===== src/rtl/core/andcg_pkg.sv =====
// Types, constants and the discount table builder shared by the alpha-nDCG scorer.
package andcg_pkg;

   localparam int TOPICS_DEF    = 16;
   localparam int MAX_DEPTH_DEF = 32;

   localparam int MASK_W     = 16;
   localparam int ALPHA_W    = 16;
   localparam int DEPTH_W    = 6;
   localparam int CSR_IDX_W  = 2;
   localparam int CSR_DATA_W = 16;
   localparam int WGT_W      = 17;
   localparam int FRAC_W     = 16;
   localparam int DCG_W      = 24;
   localparam int NDCG_W     = 18;
   localparam int RANK_W     = 5;
   localparam int CNT_W      = 6;
   localparam int DISC_W     = 17;
   localparam int DISC_DEPTH = 2 ** CNT_W;

   localparam logic [WGT_W-1:0]   ONE_Q16     = WGT_W'(65536);
   localparam logic [DCG_W-1:0]   DCG_MAX     = '1;
   localparam logic [NDCG_W-1:0]  NDCG_MAX    = '1;
   localparam logic [ALPHA_W-1:0] ALPHA_RST   = 16'h8000;
   localparam logic [MASK_W-1:0]  QTOPICS_RST = 16'hFFFF;
   localparam logic [DEPTH_W-1:0] DEPTH_RST   = 6'd20;

   typedef enum logic [CSR_IDX_W-1:0] {
      CSR_ALPHA        = 2'd0,
      CSR_QUERY_TOPICS = 2'd1,
      CSR_DEPTH_LIMIT  = 2'd2
   } csr_index_type;

   typedef enum logic [2:0] {
      ST_IDLE,
      ST_WEIGHT,
      ST_GAIN_T,
      ST_GAIN_I,
      ST_SUM_I,
      ST_DIV_GO,
      ST_DIV,
      ST_OUT
   } state_type;

   typedef struct packed {
      logic [MASK_W-1:0] target_topics;
      logic [MASK_W-1:0] ideal_topics;
      logic              end_of_ranking;
   } req_type;

   typedef struct packed {
      logic [RANK_W-1:0] rank;
      logic [DCG_W-1:0]  target_dcg;
      logic [DCG_W-1:0]  ideal_dcg;
      logic [NDCG_W-1:0] ndcg;
      logic              final_res;
   } rsp_type;

   typedef logic [DISC_W-1:0] disc_rom_type [DISC_DEPTH];

   // 1/log2(n) in Q1.16; log2 in Q8.24 by repeated squaring, then rounded reciprocal
   function automatic logic [DISC_W-1:0] disc_value(input int unsigned n);
      logic [63:0] y;
      logic [63:0] len;
      logic [63:0] num;
      logic [63:0] rem;
      logic [63:0] quo;
      logic [23:0] frac;
      int unsigned k;
      k = 0;
      for (int j = 0; j < 31; j++) begin
         if ((n >> (j + 1)) != 0) k = j + 1;
      end
      y = 64'(n) << (30 - k);
      frac = '0;
      for (int b = 0; b < 24; b++) begin
         y = (y * y) >> 30;
         frac = {frac[22:0], 1'b0};
         if (y >= 64'h8000_0000) begin
            frac[0] = 1'b1;
            y = y >> 1;
         end
      end
      len = (64'(k) << 24) | 64'(frac);
      num = (64'd1 << 40) + (len >> 1);
      rem = '0;
      quo = '0;
      for (int i = 63; i >= 0; i--) begin
         rem = {rem[62:0], num[i]};
         if (rem >= len) begin
            rem = rem - len;
            quo[i] = 1'b1;
         end
      end
      return quo[DISC_W-1:0];
   endfunction

   function automatic disc_rom_type build_disc_rom();
      disc_rom_type rom;
      for (int r = 0; r < DISC_DEPTH; r++) begin
         rom[r] = disc_value(r + 2);
      end
      return rom;
   endfunction

endpackage


===== src/rtl/core/alpha_ndcg_scorer_top.sv =====
// alpha-nDCG scorer: takes one rank position per transaction and returns the running target
// and ideal alpha-DCG with their Q2.16 ratio. To score a position, with TOPICS capped at 16,
// every topic weight of both rankings passes one at a time through the single shared
// multiplier, two more passes scale the weight sums by the discount, and the radix-2 divider
// forms the ratio. When the target DCG is zero or the ratio saturates the divider answers
// without iterating. A position past the depth limit gives no result. The input is not ready
// while a position is being scored; a finished result waits in the output register and does
// not hold up the next transaction, but the one after that stalls until the register is taken.
module alpha_ndcg_scorer_top #(
   parameter int TOPICS    = andcg_pkg::TOPICS_DEF,
   parameter int MAX_DEPTH = andcg_pkg::MAX_DEPTH_DEF
) (
   input  logic                             clock,
   input  logic                             reset,
   input  logic                             req_valid,
   output logic                             req_ready,
   input  andcg_pkg::req_type               req_data,
   output logic                             rsp_valid,
   input  logic                             rsp_ready,
   output andcg_pkg::rsp_type               rsp_data,
   input  logic                             csr_wen,
   input  logic [andcg_pkg::CSR_IDX_W-1:0]  csr_index,
   input  logic [andcg_pkg::CSR_DATA_W-1:0] csr_wdata
);
   import andcg_pkg::*;

   localparam int TN     = (TOPICS < MASK_W) ? TOPICS : MASK_W;
   localparam int IDX_W  = (TN > 1) ? $clog2(TN) : 1;
   localparam int STEP_W = IDX_W + 1;
   localparam int TOT_W  = WGT_W + $clog2(TN + 1);
   localparam int PROD_W = TOT_W + WGT_W;
   localparam int GAIN_W = PROD_W - FRAC_W + 1;
   localparam int ACC_W  = ((GAIN_W > DCG_W) ? GAIN_W : DCG_W) + 1;
   localparam int LIM_W  = ($clog2(MAX_DEPTH + 1) > CNT_W) ? $clog2(MAX_DEPTH + 1) : CNT_W;
   localparam disc_rom_type DISC_ROM = build_disc_rom();
   localparam logic [PROD_W:0] ROUND_HALF = (PROD_W + 1)'(1) << (FRAC_W - 1);

   state_type            state_ff, state_in;
   logic [ALPHA_W-1:0]   alpha_ff, alpha_in;
   logic [MASK_W-1:0]    qtopics_ff, qtopics_in;
   logic [DEPTH_W-1:0]   depth_ff, depth_in;
   logic [CNT_W-1:0]     rank_cnt_ff, rank_cnt_in;
   logic [DCG_W-1:0]     tsum_ff, tsum_in;
   logic [DCG_W-1:0]     isum_ff, isum_in;
   logic [TN-1:0]        tmask_ff, tmask_in;
   logic [TN-1:0]        imask_ff, imask_in;
   logic                 last_ff, last_in;
   logic [STEP_W-1:0]    step_ff, step_in;
   logic [TOT_W-1:0]     ttot_ff, ttot_in;
   logic [TOT_W-1:0]     itot_ff, itot_in;
   logic                 wb_valid_ff, wb_valid_in;
   logic                 wb_side_ff, wb_side_in;
   logic [IDX_W-1:0]     wb_idx_ff, wb_idx_in;
   logic                 wb_hit_ff, wb_hit_in;
   logic [TN-1:0]        wv_t_ff, wv_t_in;
   logic [TN-1:0]        wv_i_ff, wv_i_in;
   logic [WGT_W-1:0]     wt_t_ff [TN];
   logic [WGT_W-1:0]     wt_i_ff [TN];
   logic                 rsp_valid_ff, rsp_valid_in;
   rsp_type              rsp_ff, rsp_in;

   logic                 in_range;
   logic                 clear;
   logic [IDX_W-1:0]     idx;
   logic                 side;
   logic                 hit;
   logic [WGT_W-1:0]     wgt_rd;
   logic [WGT_W-1:0]     factor;
   logic [DISC_W-1:0]    disc;
   logic                 mul_en;
   logic [TOT_W-1:0]     mul_a;
   logic [WGT_W-1:0]     mul_b;
   logic [PROD_W-1:0]    prod;
   logic [PROD_W:0]      rnd;
   logic [GAIN_W-1:0]    gain;
   logic [WGT_W-1:0]     wb_weight;
   logic                 div_start;
   logic                 div_done;
   logic [NDCG_W-1:0]    quotient;

   function automatic logic [DCG_W-1:0] sat_add(input logic [DCG_W-1:0] base,
                                                input logic [GAIN_W-1:0] inc);
      logic [ACC_W-1:0] acc;
      acc = ACC_W'(base) + ACC_W'(inc);
      return (acc > ACC_W'(DCG_MAX)) ? DCG_MAX : acc[DCG_W-1:0];
   endfunction

   andcg_mul #(
      .A_W (TOT_W),
      .B_W (WGT_W)
   ) u_mul (
      .clock (clock),
      .en    (mul_en),
      .mul_a (mul_a),
      .mul_b (mul_b),
      .prod  (prod)
   );

   andcg_div u_div (
      .clock    (clock),
      .reset    (reset),
      .start    (div_start),
      .dividend (tsum_ff),
      .divisor  (isum_ff),
      .done     (div_done),
      .quotient (quotient)
   );

   // effective limit is min(depth_limit, MAX_DEPTH)
   assign in_range = (rank_cnt_ff < depth_ff) && (LIM_W'(rank_cnt_ff) < LIM_W'(MAX_DEPTH));

   assign idx    = step_ff[STEP_W-1:1];
   assign side   = step_ff[0];
   assign hit    = side ? imask_ff[idx] : tmask_ff[idx];
   // a weight not yet written this ranking reads as 1.0
   assign wgt_rd = side ? (wv_i_ff[idx] ? wt_i_ff[idx] : ONE_Q16)
                        : (wv_t_ff[idx] ? wt_t_ff[idx] : ONE_Q16);
   assign factor = ONE_Q16 - WGT_W'(alpha_ff);
   assign disc   = DISC_ROM[rank_cnt_ff];

   assign rnd       = {1'b0, prod} + ROUND_HALF;
   assign gain      = rnd[PROD_W:FRAC_W];
   assign wb_weight = prod[WGT_W+FRAC_W-1:FRAC_W];

   always_comb begin
      alpha_in   = alpha_ff;
      qtopics_in = qtopics_ff;
      depth_in   = depth_ff;
      if (csr_wen) begin
         unique case (csr_index)
            CSR_ALPHA:        alpha_in   = csr_wdata[ALPHA_W-1:0];
            CSR_QUERY_TOPICS: qtopics_in = csr_wdata[MASK_W-1:0];
            CSR_DEPTH_LIMIT:  depth_in   = csr_wdata[DEPTH_W-1:0];
            default:          ;
         endcase
      end
   end

   always_comb begin
      state_in     = state_ff;
      rank_cnt_in  = rank_cnt_ff;
      tsum_in      = tsum_ff;
      isum_in      = isum_ff;
      tmask_in     = tmask_ff;
      imask_in     = imask_ff;
      last_in      = last_ff;
      step_in      = step_ff;
      ttot_in      = ttot_ff;
      itot_in      = itot_ff;
      wb_valid_in  = 1'b0;
      wb_side_in   = wb_side_ff;
      wb_idx_in    = wb_idx_ff;
      wb_hit_in    = wb_hit_ff;
      wv_t_in      = wv_t_ff;
      wv_i_in      = wv_i_ff;
      rsp_valid_in = rsp_valid_ff;
      rsp_in       = rsp_ff;
      req_ready    = 1'b0;
      mul_en       = 1'b0;
      mul_a        = '0;
      mul_b        = '0;
      div_start    = 1'b0;
      clear        = 1'b0;

      if (wb_valid_ff && wb_hit_ff) begin
         if (wb_side_ff) wv_i_in[wb_idx_ff] = 1'b1;
         else            wv_t_in[wb_idx_ff] = 1'b1;
      end
      if (rsp_valid_ff && rsp_ready) rsp_valid_in = 1'b0;

      unique case (state_ff)
         ST_IDLE: begin
            req_ready = 1'b1;
            if (req_valid) begin
               tmask_in = req_data.target_topics[TN-1:0] & qtopics_ff[TN-1:0];
               imask_in = req_data.ideal_topics[TN-1:0] & qtopics_ff[TN-1:0];
               last_in  = req_data.end_of_ranking;
               step_in  = '0;
               ttot_in  = '0;
               itot_in  = '0;
               if (in_range) state_in = ST_WEIGHT;
               else if (req_data.end_of_ranking) clear = 1'b1;
            end
         end
         ST_WEIGHT: begin
            // even steps: target weight, odd steps: ideal weight of the same topic
            mul_en      = 1'b1;
            mul_a       = TOT_W'(wgt_rd);
            mul_b       = factor;
            wb_valid_in = 1'b1;
            wb_side_in  = side;
            wb_idx_in   = idx;
            wb_hit_in   = hit;
            if (hit) begin
               if (side) itot_in = itot_ff + TOT_W'(wgt_rd);
               else      ttot_in = ttot_ff + TOT_W'(wgt_rd);
            end
            if (step_ff == STEP_W'(2 * TN - 1)) state_in = ST_GAIN_T;
            else                                 step_in  = step_ff + 1'b1;
         end
         ST_GAIN_T: begin
            mul_en   = 1'b1;
            mul_a    = ttot_ff;
            mul_b    = WGT_W'(disc);
            state_in = ST_GAIN_I;
         end
         ST_GAIN_I: begin
            mul_en   = 1'b1;
            mul_a    = itot_ff;
            mul_b    = WGT_W'(disc);
            tsum_in  = sat_add(tsum_ff, gain);
            state_in = ST_SUM_I;
         end
         ST_SUM_I: begin
            isum_in  = sat_add(isum_ff, gain);
            state_in = ST_DIV_GO;
         end
         ST_DIV_GO: begin
            div_start = 1'b1;
            state_in  = ST_DIV;
         end
         ST_DIV: begin
            if (div_done) state_in = ST_OUT;
         end
         ST_OUT: begin
            if (!rsp_valid_ff || rsp_ready) begin
               rsp_valid_in     = 1'b1;
               rsp_in.rank       = rank_cnt_ff[RANK_W-1:0];
               rsp_in.target_dcg = tsum_ff;
               rsp_in.ideal_dcg  = isum_ff;
               rsp_in.ndcg       = quotient;
               rsp_in.final_res  = last_ff;
               rank_cnt_in      = rank_cnt_ff + 1'b1;
               if (last_ff) clear = 1'b1;
               state_in = ST_IDLE;
            end
         end
         default: state_in = ST_IDLE;
      endcase

      if (clear) begin
         rank_cnt_in = '0;
         tsum_in     = '0;
         isum_in     = '0;
         wv_t_in     = '0;
         wv_i_in     = '0;
      end
   end

   always_ff @(posedge clock) begin
      if (reset) begin
         state_ff <= ST_IDLE;
      end else begin
         state_ff <= state_in;
      end
   end

   always_ff @(posedge clock) begin
      if (reset) begin
         alpha_ff     <= ALPHA_RST;
         qtopics_ff   <= QTOPICS_RST;
         depth_ff     <= DEPTH_RST;
         rank_cnt_ff  <= '0;
         tsum_ff      <= '0;
         isum_ff      <= '0;
         wb_valid_ff  <= 1'b0;
         wv_t_ff      <= '0;
         wv_i_ff      <= '0;
         rsp_valid_ff <= 1'b0;
      end else begin
         alpha_ff     <= alpha_in;
         qtopics_ff   <= qtopics_in;
         depth_ff     <= depth_in;
         rank_cnt_ff  <= rank_cnt_in;
         tsum_ff      <= tsum_in;
         isum_ff      <= isum_in;
         wb_valid_ff  <= wb_valid_in;
         wv_t_ff      <= wv_t_in;
         wv_i_ff      <= wv_i_in;
         rsp_valid_ff <= rsp_valid_in;
      end
   end

   always_ff @(posedge clock) begin
      tmask_ff   <= tmask_in;
      imask_ff   <= imask_in;
      last_ff    <= last_in;
      step_ff    <= step_in;
      ttot_ff    <= ttot_in;
      itot_ff    <= itot_in;
      wb_side_ff <= wb_side_in;
      wb_idx_ff  <= wb_idx_in;
      wb_hit_ff  <= wb_hit_in;
      rsp_ff     <= rsp_in;
   end

   // weight write-back in the cycle after the multiply
   always_ff @(posedge clock) begin
      if (wb_valid_ff && wb_hit_ff) begin
         if (wb_side_ff) wt_i_ff[wb_idx_ff] <= wb_weight;
         else            wt_t_ff[wb_idx_ff] <= wb_weight;
      end
   end

   assign rsp_valid = rsp_valid_ff;
   assign rsp_data  = rsp_ff;

   a_wb_window: assert property (@(posedge clock) disable iff (reset)
      wb_valid_ff |-> (state_ff == ST_WEIGHT || state_ff == ST_GAIN_T))
      else $error("weight write-back outside the weight pass");

   a_div_done_state: assert property (@(posedge clock) disable iff (reset)
      div_done |-> state_ff == ST_DIV)
      else $error("divider finished while not awaited");

   a_out_wait: assert property (@(posedge clock) disable iff (reset)
      (state_ff == ST_OUT && rsp_valid_ff && !rsp_ready) |=> state_ff == ST_OUT)
      else $error("result left before output register was free");

   a_zero_target: assert property (@(posedge clock) disable iff (reset)
      (rsp_valid_ff && rsp_ff.target_dcg == '0) |-> rsp_ff.ndcg == '0)
      else $error("nonzero ratio with zero target DCG");

endmodule


===== src/rtl/core/andcg_mul.sv =====
// Shared unsigned multiplier with registered product.
module andcg_mul #(
   parameter int A_W = andcg_pkg::WGT_W + 5,
   parameter int B_W = andcg_pkg::WGT_W
) (
   input  logic               clock,
   input  logic               en,
   input  logic [A_W-1:0]     mul_a,
   input  logic [B_W-1:0]     mul_b,
   output logic [A_W+B_W-1:0] prod
);

   logic [A_W+B_W-1:0] prod_ff;
   logic [A_W+B_W-1:0] prod_in;

   assign prod_in = (A_W + B_W)'(mul_a) * (A_W + B_W)'(mul_b);

   always_ff @(posedge clock) begin
      if (en) prod_ff <= prod_in;
   end

   assign prod = prod_ff;

endmodule


===== src/rtl/core/andcg_div.sv =====
// Radix-2 restoring divider for the saturating Q2.16 target/ideal ratio.
module andcg_div (
   input  logic                        clock,
   input  logic                        reset,
   input  logic                        start,
   input  logic [andcg_pkg::DCG_W-1:0] dividend,
   input  logic [andcg_pkg::DCG_W-1:0] divisor,
   output logic                        done,
   output logic [andcg_pkg::NDCG_W-1:0] quotient
);
   import andcg_pkg::*;

   localparam int PRE    = NDCG_W - FRAC_W;
   localparam int ITER_W = $clog2(NDCG_W);

   logic                     busy_ff, busy_in;
   logic                     done_ff, done_in;
   logic [ITER_W-1:0]        iter_ff, iter_in;
   logic [DCG_W-1:0]         rem_ff, rem_in;
   logic [DCG_W-1:0]         den_ff, den_in;
   logic [NDCG_W-1:0]        low_ff, low_in;
   logic [NDCG_W-1:0]        quo_ff, quo_in;
   logic [DCG_W:0]           trial;
   logic [DCG_W:0]           diff;
   logic [DCG_W+FRAC_W-1:0]  num_full;

   always_comb begin
      busy_in  = busy_ff;
      done_in  = 1'b0;
      iter_in  = iter_ff;
      rem_in   = rem_ff;
      den_in   = den_ff;
      low_in   = low_ff;
      quo_in   = quo_ff;
      num_full = {dividend, {FRAC_W{1'b0}}};
      trial    = {rem_ff, low_ff[NDCG_W-1]};
      diff     = trial - {1'b0, den_ff};
      if (start) begin
         den_in  = divisor;
         iter_in = '0;
         rem_in  = dividend >> PRE;
         low_in  = num_full[NDCG_W-1:0];
         quo_in  = '0;
         priority if (dividend == '0) begin
            done_in = 1'b1;
         end else if ({{PRE{1'b0}}, dividend} >= {divisor, {PRE{1'b0}}}) begin
            // ratio at or above 4.0, also catches a zero divisor
            quo_in  = NDCG_MAX;
            done_in = 1'b1;
         end else begin
            busy_in = 1'b1;
         end
      end else if (busy_ff) begin
         low_in  = {low_ff[NDCG_W-2:0], 1'b0};
         iter_in = iter_ff + 1'b1;
         if (trial >= {1'b0, den_ff}) begin
            rem_in = diff[DCG_W-1:0];
            quo_in = {quo_ff[NDCG_W-2:0], 1'b1};
         end else begin
            rem_in = trial[DCG_W-1:0];
            quo_in = {quo_ff[NDCG_W-2:0], 1'b0};
         end
         if (iter_ff == ITER_W'(NDCG_W - 1)) begin
            busy_in = 1'b0;
            done_in = 1'b1;
         end
      end
   end

   always_ff @(posedge clock) begin
      if (reset) begin
         busy_ff <= 1'b0;
         done_ff <= 1'b0;
         iter_ff <= '0;
      end else begin
         busy_ff <= busy_in;
         done_ff <= done_in;
         iter_ff <= iter_in;
      end
   end

   always_ff @(posedge clock) begin
      rem_ff <= rem_in;
      den_ff <= den_in;
      low_ff <= low_in;
      quo_ff <= quo_in;
   end

   assign done     = done_ff;
   assign quotient = quo_ff;

endmodule


===== config.mk =====
export PLATFORM = sky130hd
export DESIGN_NAME = alpha_ndcg_scorer_top
export DESIGN_NICKNAME = d
export VERILOG_FILES = /design/src/rtl/core/andcg_pkg.sv /design/src/rtl/core/alpha_ndcg_scorer_top.sv /design/src/rtl/core/andcg_mul.sv /design/src/rtl/core/andcg_div.sv
export SDC_FILE = /design/constraint.sdc
export NUM_CORES = 2
export LEC_CHECK = 0
export ABC_AREA = 0
export BUFFER_PORTS_ARGS = -buffer_cell sky130_fd_sc_hd__buf_2
export CORE_UTILIZATION = 45
export CTS_BUF_LIST = sky130_fd_sc_hd__clkbuf_2
export DETAILED_ROUTE_END_ITERATION = 12
export HOLD_SLACK_MARGIN = 0.06
export PLACE_DENSITY_LB_ADDON = 0.15
export SYNTH_ARGS = -nofsm -noshare
export SYNTH_HDL_FRONTEND = slang
export SYNTH_SLANG_ARGS = --single-unit

===== constraint.sdc =====
create_clock -name clock -period 15.7 [get_ports clock]
set_input_delay 4.71 -clock clock [delete_from_list [all_inputs] [get_ports clock]]
set_output_delay 4.71 -clock clock [all_outputs]
set_load 0.01 [all_outputs]

Word level (Yosys, flattened, before mapping). Memories as Yosys holds them, arrays and structs flattened. A register that Yosys moved wholly into a read port is not among the register bits. Cells that the tools add are included.

Latch bits: 0. Input bits: 56. Memories kept: 3. Register bits after elaboration: 403. Bits in writable memories: 544. ROM bits: 1088. Output and inout bits: 74.

Memory list: (no name shown) (depth 64, bits a word 17, rd ports 1, clocked after memory_dff 0, write ports 0, RTL line alpha_ndcg_scorer_top.sv:119) `assign disc = DISC_ROM[rank_cnt_ff];`; wt_i_ff (depth 16, bits a word 17, rd ports 1, clocked after memory_dff 1, write ports 1, RTL line alpha_ndcg_scorer_top.sv:58) `logic [WGT_W-1:0] wt_i_ff [TN];`; wt_t_ff (depth 16, bits a word 17, rd ports 1, clocked after memory_dff 1, write ports 1, RTL line alpha_ndcg_scorer_top.sv:57) `logic [WGT_W-1:0] wt_t_ff [TN];`.

Equality and inequality tests: 22. Order comparisons: 10. Shift-type cells: 0. Bitwise operators: 6. Muxes and demuxes: 77. $mul: 1. Reduce and logical (&&, ||, !) cells: 27. Divide/modulo/power cells: 0. Add/subtract/negate cells: 10.

Operators with widths (number): 22-bit two-way mux (7); 18-bit two-way mux (6); 22-bit one-hot mux with 2 select lines (2); 17-bit two-way mux (5); 24-bit two-way mux (3); 22-bit one-hot mux with 3 select lines (1); 24-bit by 24-bit adder with 25-bit output (2); 25-bit by 24-bit > comparator with 1-bit output, second input constant (2); 22-bit by 17-bit adder with 22-bit output (2); 39-bit by 16-bit adder with 40-bit output, second input constant (1); 22-bit by 17-bit multiplier with 39-bit output (1); 1-bit two-way mux (35); 17-bit one-hot mux with 2 select lines (1); 16-bit bitwise AND (2); 16-bit OR (2); 24-bit by 26-bit >= comparator with 1-bit output (1); 25-bit by 24-bit >= comparator with 1-bit output (1); 24-bit zero test (1); 3-bit one-hot mux with 8 select lines (1); 24-bit subtractor (1); 2-bit inequality test, second input constant (10); 17-bit by 16-bit subtractor with 17-bit output, first input constant (1); 1-bit binary-select mux with 4-bit select (4); 2-bit AND reduction (8); other kinds (33) (53).

Logic depth before layout (Yosys ltp).
Depth after elaboration: 8. Gate-level depth with buffers: 35. Mapped depth without buffers: 33.

Cells and area by module. Synthesis repeated with hierarchy kept, for this count alone.

Cell total of the unflattened synthesis: 4614. Area total of the unflattened synthesis: 56401.6 um^2.

By module, submodules not included: alpha_ndcg_scorer_top (times used 1, cells each 2607, sequential area each 23802.8 um^2, area each 37762.5 um^2); andcg_mul (times used 1, cells each 1506, sequential area each 1171.1 um^2, area each 13534.2 um^2); andcg_div (times used 1, cells each 501, sequential area each 2162.1 um^2, area each 5104.9 um^2).

Least setup slack after synthesis. OpenSTA, ideal clock, no wires.

Path type: input to register. From: input rsp_ready. To: register wv_i_ff[2]. Arrival time: 9087 ps. Setup time: 115 ps. Buffers on the path: 2. Data required time: 15585 ps. Path slack: 6498 ps. Stages on the path: 7. Cells stage by stage: nor2b_1 -> nor2_1 -> a21o_1 -> a31oi_1 -> clkbuf_1 -> clkbuf_1 -> o21a_1.

Cells in the longest elaborated chain, start to end: 4.

Ends and longest elaborated chain: from (decl) (RTL line alpha_ndcg_scorer_top.sv:19) `input logic rsp_ready,`; 1-bit logical OR (RTL line alpha_ndcg_scorer_top.sv:226) `if (!rsp_valid_ff || rsp_ready) begin`; 1-bit two-way mux (RTL line alpha_ndcg_scorer_top.sv:226); 1-bit one-hot mux with 2 select lines (RTL line alpha_ndcg_scorer_top.sv:171) `unique case (state_ff)`; 2-bit OR reduction (no source line); to (signal assigned) (RTL line alpha_ndcg_scorer_top.sv:279) `wv_i_ff <= wv_i_in;`; to (decl) (RTL line alpha_ndcg_scorer_top.sv:56) `logic [TN-1:0] wv_i_ff, wv_i_in;`.

Every way passes these cells. A chain may end at the register's enable or synchronous reset.

==> results.sh <==
export IMPL_status="complete, no violations"
export IMPL_reg2reg_to="u_mul.prod[32]$_DFFE_PP_"
export IMPL_synth_avg_cell_area_um2=12.27
export IMPL_drtPass1Iterations=5
export IMPL_synth_fa_ha_area_frac=0.1706
export IMPL_final_setup_skew_ns=0.1447
export IMPL_critPathCaptureType="register"
export IMPL_via_per_inst=5.595
export IMPL_synth_compound_area_share=0.08702
export IMPL_min_period_over_period=0.6552
export IMPL_worstHoldPathType="register to register"
export IMPL_synth_flop_cell="edfxtp_1"
export IMPL_switching_share=0.2847
export IMPL_cts_tree="yes"
export IMPL_pwr_share_clk=0.323
export IMPL_timing_worst_setup_path_type="register to register"
export IMPL_drtAntennaViolNets=0
export IMPL_rsz0062_at_grt="false"
export IMPL_synth_top_cells_by_area="edfxtp_1 43%, fa_1 11%, mux4_2 7.8%, ha_1 6.1%, dfxtp_1 5.2%"
export IMPL_p_int_mw=3.617
export IMPL_grt_usage=0.2377
export IMPL_layout_cells_non_filler=6551
export IMPL_hpwl_mm=97.45
export IMPL_ys_ff_latch=936
export IMPL_synth_edf_count=794
export IMPL_worstPathArrival_ns=11.54
export IMPL_dpl_instance_area_um2=57840
export IMPL_cts_buffers=233
export IMPL_finalMaxSlewViolations=0
export IMPL_synth_area_um2=55030
export IMPL_synth_top_area_share=0.4333
export IMPL_p_total_mw=5.057
export IMPL_synth_fp_nets=5110
export IMPL_switchingPower_mw=1.440
export IMPL_maxCapViolCount=0
export IMPL_whs_ns=0.4319
export IMPL_ios=130
export IMPL_powerDensity_nw_per_um2=84.30
export IMPL_clkSlewWorstSetupHoldPaths_ns=0.12
export IMPL_synth_top_family_by_area="adder cells"
export IMPL_synthXorXnorAreaFrac=0.02324
export IMPL_ctsResizeCount=0
export IMPL_ctsRootBufferMaster="clkbuf_2"
export IMPL_tns_ns=0
export IMPL_area_growth_pct=9.023
export IMPL_cts_max_level=4
export IMPL_final_area_um2=59990
export IMPL_n_fill_cell=10820
export IMPL_die_h_um=351.7
export IMPL_worstSetupEndpoint="u_mul.prod[32]$_DFFE_PP_"
export IMPL_yosysSeqAreaShare=0.4850
export IMPL_reg2reg_setup_slack_ns=5.41
export IMPL_finalSetupViolCount=0
export IMPL_ys_warn_count=0
export IMPL_rows=127
export IMPL_fp_coreArea_um2=120600
export IMPL_crit_path_max_incr_delay_ns=0.74
export IMPL_wl_per_cell_um=22.06
export IMPL_yosysUniqueCellTypes=84
export IMPL_grt_pass1_wl_mm=221.4
export IMPL_drt_total_wl_mm=144.5
export IMPL_hold_buffers=0
export IMPL_grt_pass1_vias=36740
export IMPL_yosys_area_share_simple=0.1046
export IMPL_io_buffers=129
export IMPL_fmax_ghz=0.09722
export IMPL_postCtsSetupBuffers=0
export IMPL_startpoint_type="register"
export IMPL_synthTopCellsByCount="794 x edfxtp_1, 467 x inv_1, 450 x nand2_1"
export IMPL_synth_area_leader_cell="edfxtp_1"
export IMPL_synth_cells=4485
export IMPL_clkLatencyLatePin_ns=1.58
export IMPL_initial_core_util=0.4562
export IMPL_min_period_ns=10.29
export IMPL_cp_required_ns=16.96
export IMPL_fin_nets=5368
export IMPL_slew_limit_headroom=0.2587
export IMPL_sequentialPowerShare=0.553
export IMPL_crit_fanout=41
export IMPL_drtIter0Drc=2759
export IMPL_drive_above_1_share=0.1757
export IMPL_drc_errors=0
export IMPL_die_area_um2=123700
export IMPL_synth_mux_area_frac=0.08122
export IMPL_place_inst=6120
export IMPL_slowest_stage="buf_4"
export IMPL_synthArstFlopShare=0
export IMPL_regArea_um2=26700
export IMPL_yosysMostFrequentCell="edfxtp_1"
export IMPL_hold_viol=0
export IMPL_p_leak_nw=23.70
export IMPL_vias=36660
export IMPL_grt_start_max_net_pins=81
export IMPL_ff2ff_path_depth=30
export IMPL_die_x_um=351.7
export IMPL_combinationalPowerShare=0.124
export IMPL_clkSinkCount=936
export IMPL_vdd_drop_max_mv=0.06760
export IMPL_worstMarginPinSlew_ns=1.112
export IMPL_max_clock_path_buffers=3
export IMPL_antenna_found_initial=3
export IMPL_place_congestion=0.8816
export IMPL_overflow=0
export IMPL_multi_input_comb_area_um2=25980
-- per-layer routing --
layer,vias up,wire (um),GRT usage
met4,0,2428,0.05581
met2,1194,68140,0.3793
li1,16670,-,-
met5,-,0,0
met1,18590,64120,0.3357
met3,197,9847,0.04557
-- cell families (layout without fill, tap and decap cells) --
kind of cell,count (synthesis),count (layout)
adders and majority gates,569,569
muxes,208,208
AOI/OAI and AO/OA,745,745
and+or+nand+nor,1207,1207
other,0,9
DFF,936,936
buffers and inverters,674,1119
xor gates and xnor gates,146,146
-- per-stage QoR --
stage / setup slack [ns] / util
floorplan: 6.498 / -
global placement: 5.370 / 0.4796
detailed placement: 5.231 / 0.4796
CTS: 5.249 / 0.4972
global route: 4.732 / 0.4974
finish: 5.414 / 0.4974
-- worst max-delay path, delay by kind of cell (launching register included) --
| family | cells | cell delay [ns] |
|---|---|---|
| adder cells (fa/ha/maj) | 7 | 2.87 |
| AO/OA/AOI/OAI | 7 | 1.89 |
| buffers and inverters | 8 | 1.84 |
| AND/OR/NAND/NOR | 5 | 1.45 |
| multiplexers | 2 | 1.10 |
| flip-flops | 1 | 0.70 |
| XOR/XNOR | 1 | 0.10 |
-- power groups by stage --
| stage | clock network [mW] | registers [mW] | logic (mW) |
|---|---|---|---|
| 5_1_grt | 1.81 | 2.81 | 0.675 |
| 6_report | 1.63 | 2.80 | 0.626 |
| 3_3_place_gp | 0 | 2.85 | 0.626 |
| 4_1_cts | 1.69 | 2.80 | 0.631 |
| 3_5_place_dp | 0 | 2.85 | 0.629 |
| 2_1_floorplan | 0 | 2.83 | 0.440 |
-- registers in the layout, summed over array words and instances (netlist names), 18 cells and up, named ones only --
| register | count |
|---|---|
| wt_i_ff | 272 |
| wt_t_ff | 272 |
| rsp_data | 72 |
| isum_ff | 24 |
| tsum_ff | 24 |
| u_div.den_ff | 24 |
| u_div.rem_ff | 24 |
| u_mul.prod | 24 |
| itot_ff | 22 |
| ttot_ff | 22 |
| u_div.quotient | 18 |
-- cells in the final DEF, fill, tap and decap left out, drive strengths merged, types with 184 or more instances in the layout --
cell type | netlist | layout
mux4 | 190 | 190
buf | 72 | 226
o21ai | 184 | 184
fa | 302 | 302
a21oi | 200 | 200
inv | 468 | 477
nor2 | 219 | 219
clkbuf | 131 | 335
edfxtp | 794 | 794
ha | 267 | 267
nand2 | 450 | 450
-- how the worst min path moves through the flow --
stage	start	end	slack, ns	depth (start not counted)
2_1_floorplan	u_div.quotient[17]$_DFFE_PP_	rsp_data[18]$_DFFE_PP_	0.40	0
3_3_place_gp	u_div.quotient[17]$_DFFE_PP_	rsp_data[18]$_DFFE_PP_	0.40	0
3_5_place_dp	u_div.quotient[17]$_DFFE_PP_	rsp_data[18]$_DFFE_PP_	0.42	0
4_1_cts	u_div.quotient[2]$_DFFE_PP_	rsp_data[3]$_DFFE_PP_	0.46	0
5_1_grt	u_div.quotient[12]$_DFFE_PP_	rsp_data[13]$_DFFE_PP_	0.46	0
6_report	u_div.quotient[12]$_DFFE_PP_	rsp_data[13]$_DFFE_PP_	0.43	0
-- final cells by class --
class	instances	area share
clock buffer	335	0.02795
tap	1612	0.03362
inverter	471	0.02947
multi-input combinational	2875	0.4331
sequential	936	0.4450
timing repair buffer	226	0.02290
clock inverter	87	0.007529
antenna	9	0.0003754
Note: power is estimated with default switching activity, not from simulation.
